[config.mk]
export PLATFORM = sky130hd
export DESIGN_NAME = days_between_dates_core
export DESIGN_NICKNAME = d
export VERILOG_FILES = /design/src/sv/dbd_pkg.sv /design/src/sv/dbd_ordinal.sv /design/src/sv/days_between_dates_core.sv
export SDC_FILE = /design/constraint.sdc
export NUM_CORES = 2
export LEC_CHECK = 0
export CAP_MARGIN = 20
export CORE_MARGIN = 8
export CORE_UTILIZATION = 35
export CTS_BUF_LIST = sky130_fd_sc_hd__clkbuf_16
export DETAILED_ROUTE_END_ITERATION = 7
export DONT_BUFFER_PORTS = 1
export PLACE_DENSITY = 0.54
export SETUP_SLACK_MARGIN = 0.4
export SLEW_MARGIN = 5
export SYNTH_ARGS = -nofsm -noshare
export SYNTH_HDL_FRONTEND = slang
export SYNTH_SLANG_ARGS = --single-unit
[constraint.sdc]
create_clock -name clock -period 11.3 [get_ports clock]
set_input_delay 1.695 -clock clock [delete_from_list [all_inputs] [get_ports clock]]
set_output_delay 1.695 -clock clock [all_outputs]
set_load 0.03 [all_outputs]
[src/sv/dbd_pkg.sv]
`default_nettype none
package dbd_pkg;

   localparam int DayW   = 5;
   localparam int MonW   = 4;
   localparam int YearW  = 14;
   localparam int CountW = 22;
   localparam int StatW  = 2;
   localparam int OrdW   = 23;
   localparam int ReqW   = 48;
   localparam int RspW   = 24;
   localparam int MaxYear = 9999;

   // floor(x / 25) as (x * Recip25) >> Recip25Shift, exact for x below 43690
   localparam int Recip25      = 5243;
   localparam int Recip25Shift = 17;

   typedef enum logic [StatW-1:0] {
      STAT_OK      = 2'd0,
      STAT_ORDER   = 2'd1,
      STAT_INVALID = 2'd2
   } dbd_status_type;

   typedef struct packed {
      logic            ok;
      logic [OrdW-1:0] ord;
   } dbd_ord_type;

   // days before the start of a march-based month, 0 is march
   function automatic logic [8:0] month_offset(input logic [MonW-1:0] mm);
      logic [8:0] r;
      begin
         case (mm)
            4'd0:    r = 9'd0;
            4'd1:    r = 9'd31;
            4'd2:    r = 9'd61;
            4'd3:    r = 9'd92;
            4'd4:    r = 9'd122;
            4'd5:    r = 9'd153;
            4'd6:    r = 9'd184;
            4'd7:    r = 9'd214;
            4'd8:    r = 9'd245;
            4'd9:    r = 9'd275;
            4'd10:   r = 9'd306;
            4'd11:   r = 9'd337;
            default: r = 9'd0;
         endcase
         return r;
      end
   endfunction

   // month length outside a leap year
   function automatic logic [DayW-1:0] month_length(input logic [MonW-1:0] m);
      logic [DayW-1:0] r;
      begin
         case (m)
            4'd2:    r = 5'd28;
            4'd4:    r = 5'd30;
            4'd6:    r = 5'd30;
            4'd9:    r = 5'd30;
            4'd11:   r = 5'd30;
            default: r = 5'd31;
         endcase
         return r;
      end
   endfunction

endpackage
`default_nettype wire

[src/sv/dbd_ordinal.sv]
`default_nettype none
module dbd_ordinal
   import dbd_pkg::*;
(
   input  wire logic             clock,
   input  wire logic             adv,
   input  wire logic [DayW-1:0]  day,
   input  wire logic [MonW-1:0]  month,
   input  wire logic [YearW-1:0] year,
   output dbd_ord_type           ord_out
);

   localparam int YyW = YearW + 1;
   localparam int PW  = (YyW - 2) + 13;
   localparam int PyW = (YearW - 2) + 13;

   // stage a
   logic [YyW-1:0]   a_yy_ff, a_yy_in;
   logic [MonW-1:0]  a_mm_ff, a_mm_in;
   logic [DayW-1:0]  a_day_ff;
   logic [PW-1:0]    a_p_ff, a_p_in;
   logic [YearW-3:0] a_y4_ff;
   logic [PyW-1:0]   a_py_ff, a_py_in;
   logic             a_y4z_ff, a_chk_ff, a_chk_in, a_feb_ff;
   logic [DayW-1:0]  a_len_ff;

   // stage b
   logic [OrdW-1:0]  b_yd_ff, b_yd_in;
   logic [8:0]       b_md_ff, b_md_in;
   logic             b_ok_ff, b_ok_in;

   // stage c
   logic [OrdW-1:0]  c_ord_ff;
   logic             c_ok_ff;

   logic [7:0]       q_yy, q_y;
   logic [12:0]      q_y25;
   logic             y100z, leap;
   logic [DayW:0]    lim;

   always_comb begin
      a_yy_in = YyW'(year) + YyW'(400);
      if (month <= MonW'(2)) begin
         a_yy_in = a_yy_in - YyW'(1);
         a_mm_in = month + MonW'(9);
      end else begin
         a_mm_in = month - MonW'(3);
      end
      a_p_in   = PW'(a_yy_in[YyW-1:2]) * PW'(Recip25);
      a_py_in  = PyW'(year[YearW-1:2]) * PyW'(Recip25);
      a_chk_in = (year <= YearW'(MaxYear)) && (month >= MonW'(1)) &&
                 (month <= MonW'(12)) && (day != '0);
   end

   always_ff @(posedge clock) begin
      if (adv) begin
         a_yy_ff  <= a_yy_in;
         a_mm_ff  <= a_mm_in;
         a_day_ff <= day;
         a_p_ff   <= a_p_in;
         a_y4_ff  <= year[YearW-1:2];
         a_py_ff  <= a_py_in;
         a_y4z_ff <= (year[1:0] == 2'd0);
         a_chk_ff <= a_chk_in;
         a_feb_ff <= (month == MonW'(2));
         a_len_ff <= month_length(month);
      end
   end

   always_comb begin
      q_yy  = a_p_ff[Recip25Shift +: 8];
      q_y   = a_py_ff[Recip25Shift +: 8];
      q_y25 = 13'(q_y) * 13'd25;
      y100z = a_y4z_ff && (13'(a_y4_ff) == q_y25);
      leap  = a_y4z_ff && (!y100z || (q_y[1:0] == 2'd0));
      lim   = (DayW+1)'(a_len_ff) + (DayW+1)'(a_feb_ff && leap);
      b_ok_in = a_chk_ff && ((DayW+1)'(a_day_ff) <= lim);
      b_yd_in = OrdW'(a_yy_ff) * OrdW'(365) + OrdW'(a_yy_ff[YyW-1:2])
              - OrdW'(q_yy) + OrdW'(q_yy[7:2]);
      b_md_in = month_offset(a_mm_ff) + 9'(a_day_ff) - 9'd1;
   end

   always_ff @(posedge clock) begin
      if (adv) begin
         b_yd_ff  <= b_yd_in;
         b_md_ff  <= b_md_in;
         b_ok_ff  <= b_ok_in;
         c_ord_ff <= b_yd_ff + OrdW'(b_md_ff);
         c_ok_ff  <= b_ok_ff;
      end
   end

   assign ord_out.ok  = c_ok_ff;
   assign ord_out.ord = c_ord_ff;

endmodule
`default_nettype wire

[src/sv/days_between_dates_core.sv]
// throughput: one beat per cycle; the four-stage pipeline (three date stages
// per date, then compare and subtract into the output register) stalls as a
// whole only while a finished rsp beat waits on rsp_tready
// reset: synchronous, clears all valid bits; no other state
`default_nettype none
module days_between_dates_core
   import dbd_pkg::*;
(
   input  wire logic            clock,
   input  wire logic            reset,
   input  wire logic            req_tvalid,
   output logic                 req_tready,
   // start_day, start_month, start_year, end_day, end_month, end_year, 2 zero bits
   input  wire logic [ReqW-1:0] req_tdata,
   output logic                 rsp_tvalid,
   input  wire logic            rsp_tready,
   // day_count, status
   output logic [RspW-1:0]      rsp_tdata
);

   localparam int Stages = 3;

   logic              adv;
   logic [Stages-1:0] v_ff, v_in;
   logic              rsp_v_ff;
   logic [CountW-1:0] cnt_ff, cnt_in;
   dbd_status_type    stat_ff, stat_in;
   dbd_ord_type       ord_s, ord_e;
   logic [OrdW-1:0]   diff;

   assign adv        = !rsp_v_ff || rsp_tready;
   assign req_tready = adv;

   dbd_ordinal u_start (
      .clock   (clock),
      .adv     (adv),
      .day     (req_tdata[4:0]),
      .month   (req_tdata[8:5]),
      .year    (req_tdata[22:9]),
      .ord_out (ord_s)
   );

   dbd_ordinal u_end (
      .clock   (clock),
      .adv     (adv),
      .day     (req_tdata[27:23]),
      .month   (req_tdata[31:28]),
      .year    (req_tdata[45:32]),
      .ord_out (ord_e)
   );

   always_comb begin
      v_in   = {v_ff[Stages-2:0], req_tvalid};
      diff   = ord_e.ord - ord_s.ord;
      cnt_in = '0;
      if (!ord_s.ok || !ord_e.ok) begin
         stat_in = STAT_INVALID;
      end else if (ord_e.ord < ord_s.ord) begin
         stat_in = STAT_ORDER;
      end else begin
         stat_in = STAT_OK;
         cnt_in  = diff[CountW-1:0];
      end
   end

   always_ff @(posedge clock) begin
      if (reset) begin
         v_ff     <= '0;
         rsp_v_ff <= 1'b0;
      end else if (adv) begin
         v_ff     <= v_in;
         rsp_v_ff <= v_ff[Stages-1];
      end
   end

   always_ff @(posedge clock) begin
      if (adv) begin
         cnt_ff  <= cnt_in;
         stat_ff <= stat_in;
      end
   end

   assign rsp_tvalid = rsp_v_ff;
   assign rsp_tdata  = {stat_ff, cnt_ff};

   a_count_zero: assert property (@(posedge clock) disable iff (reset)
      rsp_v_ff && (stat_ff != STAT_OK) |-> (cnt_ff == '0))
      else $error("nonzero day count with error status");

   a_status_code: assert property (@(posedge clock) disable iff (reset)
      rsp_v_ff |-> (stat_ff == STAT_OK || stat_ff == STAT_ORDER ||
                    stat_ff == STAT_INVALID))
      else $error("unused status code on rsp");

   a_stall_freeze: assert property (@(posedge clock) disable iff (reset)
      rsp_v_ff && !rsp_tready |=> $stable(v_ff) && $stable(cnt_ff))
      else $error("pipeline moved during stall");

   a_reset_empty: assert property (@(posedge clock)
      $past(reset) |-> !rsp_v_ff && (v_ff == '0))
      else $error("valid bits set after reset");

endmodule
`default_nettype wire
==> reports/qor.csv <==
stage,metric,value,unit
final_layout,area of the multi-input gates,0.0230,mm^2
detailed_routing,via count,20500,
placed_design,pre-CTS setup slack,2.59,ns
placed_design,dpl hpwl,55.4,mm
setup_path,crit-path max FO,8,
sta,Setup TNS,0,ns
status,status,"complete, no violations",
global_routing,vias in the first global route,21500,
yosys,ys flop type,edfxtp_1,
global_routing,GRT Total Usage,12.4,%
global_routing,initial antenna violation count,1,
clocking,Sink Count,274,
sta,relative slew slack,33.5,%
final_layout,"most common cell after layout, fill and taps aside",inv_1,
global_routing,global-route wire length before repair,110,mm
sta,"Slew Viols, Final",0,
sta,final hold vios,0,
die,Die X,328,um
setup_path,WP data arrival,8.33,ns
global_routing,Overflow after GRT,0,
clocking,Clock Root Buffer,clkbuf_16,
yosys,Post-Syn Area,0.0341,mm^2
yosys,ys async rst share,0,%
final_layout,layout filler cell count,9479,
min_path,Hold Crit Class,reg -> reg,
yosys,cell count after synthesis,3194,
yosys,synthesized area per cell,10.7,um^2
clocking,hold buffers post-CTS,0,
final_layout,register area,0.00801,mm^2
yosys,Yosys reg bits,274,
die,core area,0.0966,mm^2
die,Starting Density,35.3,%
sta,Worst Tran Pin Value,0.990,ns
final_layout,area grow syn2layout,8.20,%
sta,WHS,0.437,ns
clocking,# Post-CTS Setup Buffers,0,
clocking,CTS tree,done,
die,die footprint,0.108,mm^2
yosys,Mapped Nets,4319,
final_layout,share of post-route cells with drive strength above 1,3.00,%
sta,post-layout min period,8.04,ns
clocking,H-tree depth,2,
global_routing,pin count of the biggest net entering global routing,82,
clocking,maximum root-to-sink buffer count,3,
setup_path,CP Capture Type,register,
placed_design,gpl congestion,0.809,
clocking,post-cts repair resize count,0,
sta,RSZ-0062 raised after global routing,no,
yosys,Ys Warns,0,
detailed_routing,Vias/cell,4.52,
die,io pins,78,
detailed_routing,Routed WL per cell,14.3,um
setup_path,critical path class,in -> reg,
detailed_routing,TritonRoute pass-1 iters,4,
job,Max-Cap Viols,0,
die,DIE HEIGHT,328,um
sta,setup violators final,0,
sta,fmax,124,MHz
detailed_routing,Routed WL,65.0,mm
final_layout,final core occ,38.2,%
detailed_routing,number of remaining DRC errors,0,
final_layout,Layout Nets,4362,
final_layout,most frequent cells in the layout,"inv_1 (825), ha_1 (690), fa_1 (383)",
clocking,Worst-path clk slew,0.06,ns
clocking,cts bufs inserted,34,
yosys,synth unique cells,82,
sta,final setup margin,3.26,ns
setup_path,Critical Path RT,11.59,ns
placed_design,Buffers on Ports,0,
die,row count,114,
sta,clock skew,0.0277,ns
detailed_routing,1st-iter DRT viols,731,
setup_path,nature of the critical path startpoint,primary input,
clocking,Worst-Skew Late Latency,0.55,ns
detailed_routing,Routed Antenna Nets,0,
yosys,"EDFF count, synth",252,
sta,Final Cycle Share,71.2,%
yosys,"Seq/Total Area, Yosys",23.5,%
-- cells by family after synthesis --
kind of cell | after synthesis | share of synthesized area [%]
AND/OR/NAND/NOR | 405 | 6.04
flip-flops | 274 | 23.5
AO/OA/AOI/OAI | 371 | 7.27
XOR/XNOR | 225 | 5.80
multiplexers | 12 | 0.374
adder cells (fa/ha/maj) | 1073 | 47.8
buffers and inverters | 834 | 9.22
-- critical path, cell delays in order --
cell and delay, ns:
a211oi_4 0.50, nand3_1 0.20, or3_1 0.43, clkinv_1 0.06, nand3_1 0.12, nor3_2 0.20, xor2_1 0.47, inv_2 0.17
ha_1 0.38, fa_1 0.55, fa_1 0.44, fa_1 0.49, inv_1 0.06, fa_1 0.54, inv_1 0.05, ha_1 0.29
nand4_1 0.15, a221oi_1 0.69, o211ai_1 0.24, a31oi_1 0.26, o21a_1 0.17, nor2_1 0.05, xnor2_1 0.11
-- area by class of cell --
cell class                 instances  area share, %
timing repair buffer              14          0.285
sequential                       274           21.7
clock inverter                    27          0.729
clock buffer                      34           2.31
tap                             1276           4.33
multi-input combinational       2086           62.2
antenna                            2         0.0136
inverter                         827           8.42
-- layer usage --
layer / vias to the layer above / share of wire, % / GRT usage, %
li1: 10500 / - / -
met3: 58 / 2.6 / 1.48
met4: 0 / 1.6 / 2.50
met2: 175 / 47 / 20.8
met5: - / 0 / 0
met1: 9786 / 49 / 17.2
-- Yosys cell counts (16+ instances only) --
cell,count,area (um^2)
dfxtp_1,22,440
nor3_1,35,175
a31oi_1,16,100
and3_1,18,113
nor2_1,115,432
ha_1,690,8630
a21o_1,42,315
nand3_1,46,230
edfxtp_1,252,7570
nand2_1,77,289
fa_1,383,7670
xor2_1,57,499
nor2b_1,20,125
nand2b_1,21,131
o21ai_0,61,305
o21bai_1,16,120
xnor2_1,167,1460
a21oi_1,97,485
o21a_1,25,188
inv_1,824,3090
-- state kept, by name, summed over array words and instances, names as in the netlist, 4 cells and up, named ones only --
signal	count
u_end.b_yd_ff	23
u_end.c_ord_ff	23
u_start.b_yd_ff	23
u_start.c_ord_ff	23
cnt_ff	22
u_end.a_yy_ff	14
u_start.a_yy_ff	14
u_end.a_y4_ff	11
u_start.a_y4_ff	11
u_end.a_p_ff	9
u_end.a_py_ff	9
u_end.b_md_ff	9
u_start.a_p_ff	9
u_start.a_py_ff	9
u_start.b_md_ff	9
u_end.a_day_ff	5
u_start.a_day_ff	5
u_end.a_mm_ff	4
u_start.a_mm_ff	4
-- worst paths after layout --
kind / start / endpoint / slack, ns / cells after the start
setup reg to reg: u_end.a_yy_ff[9] / u_end.b_yd_ff[22] / 5.82 / 16
hold reg to reg: u_start.b_ok_ff / u_start.c_ok_ff / 0.44 / 0
setup / recovery: req_tdata[6] / u_start.a_p_ff[24] / 3.26 / 23
hold / removal: u_start.b_ok_ff / u_start.c_ok_ff / 0.44 / 0
-- metrics by stage --
| step | cell area [um^2] | std cells |
|---|---|---|
| detailed placement | 35800 | 4477 |
| global route | 36900 | 4540 |
| global placement | 35800 | 4477 |
| floorplan | 34100 | 3194 |
| finish | 36900 | 4540 |
| CTS | 36900 | 4538 |
Power is left out: the tool's default activity adds up to more than one toggle a clock period on the data nets, which glitch-free logic cannot reach.
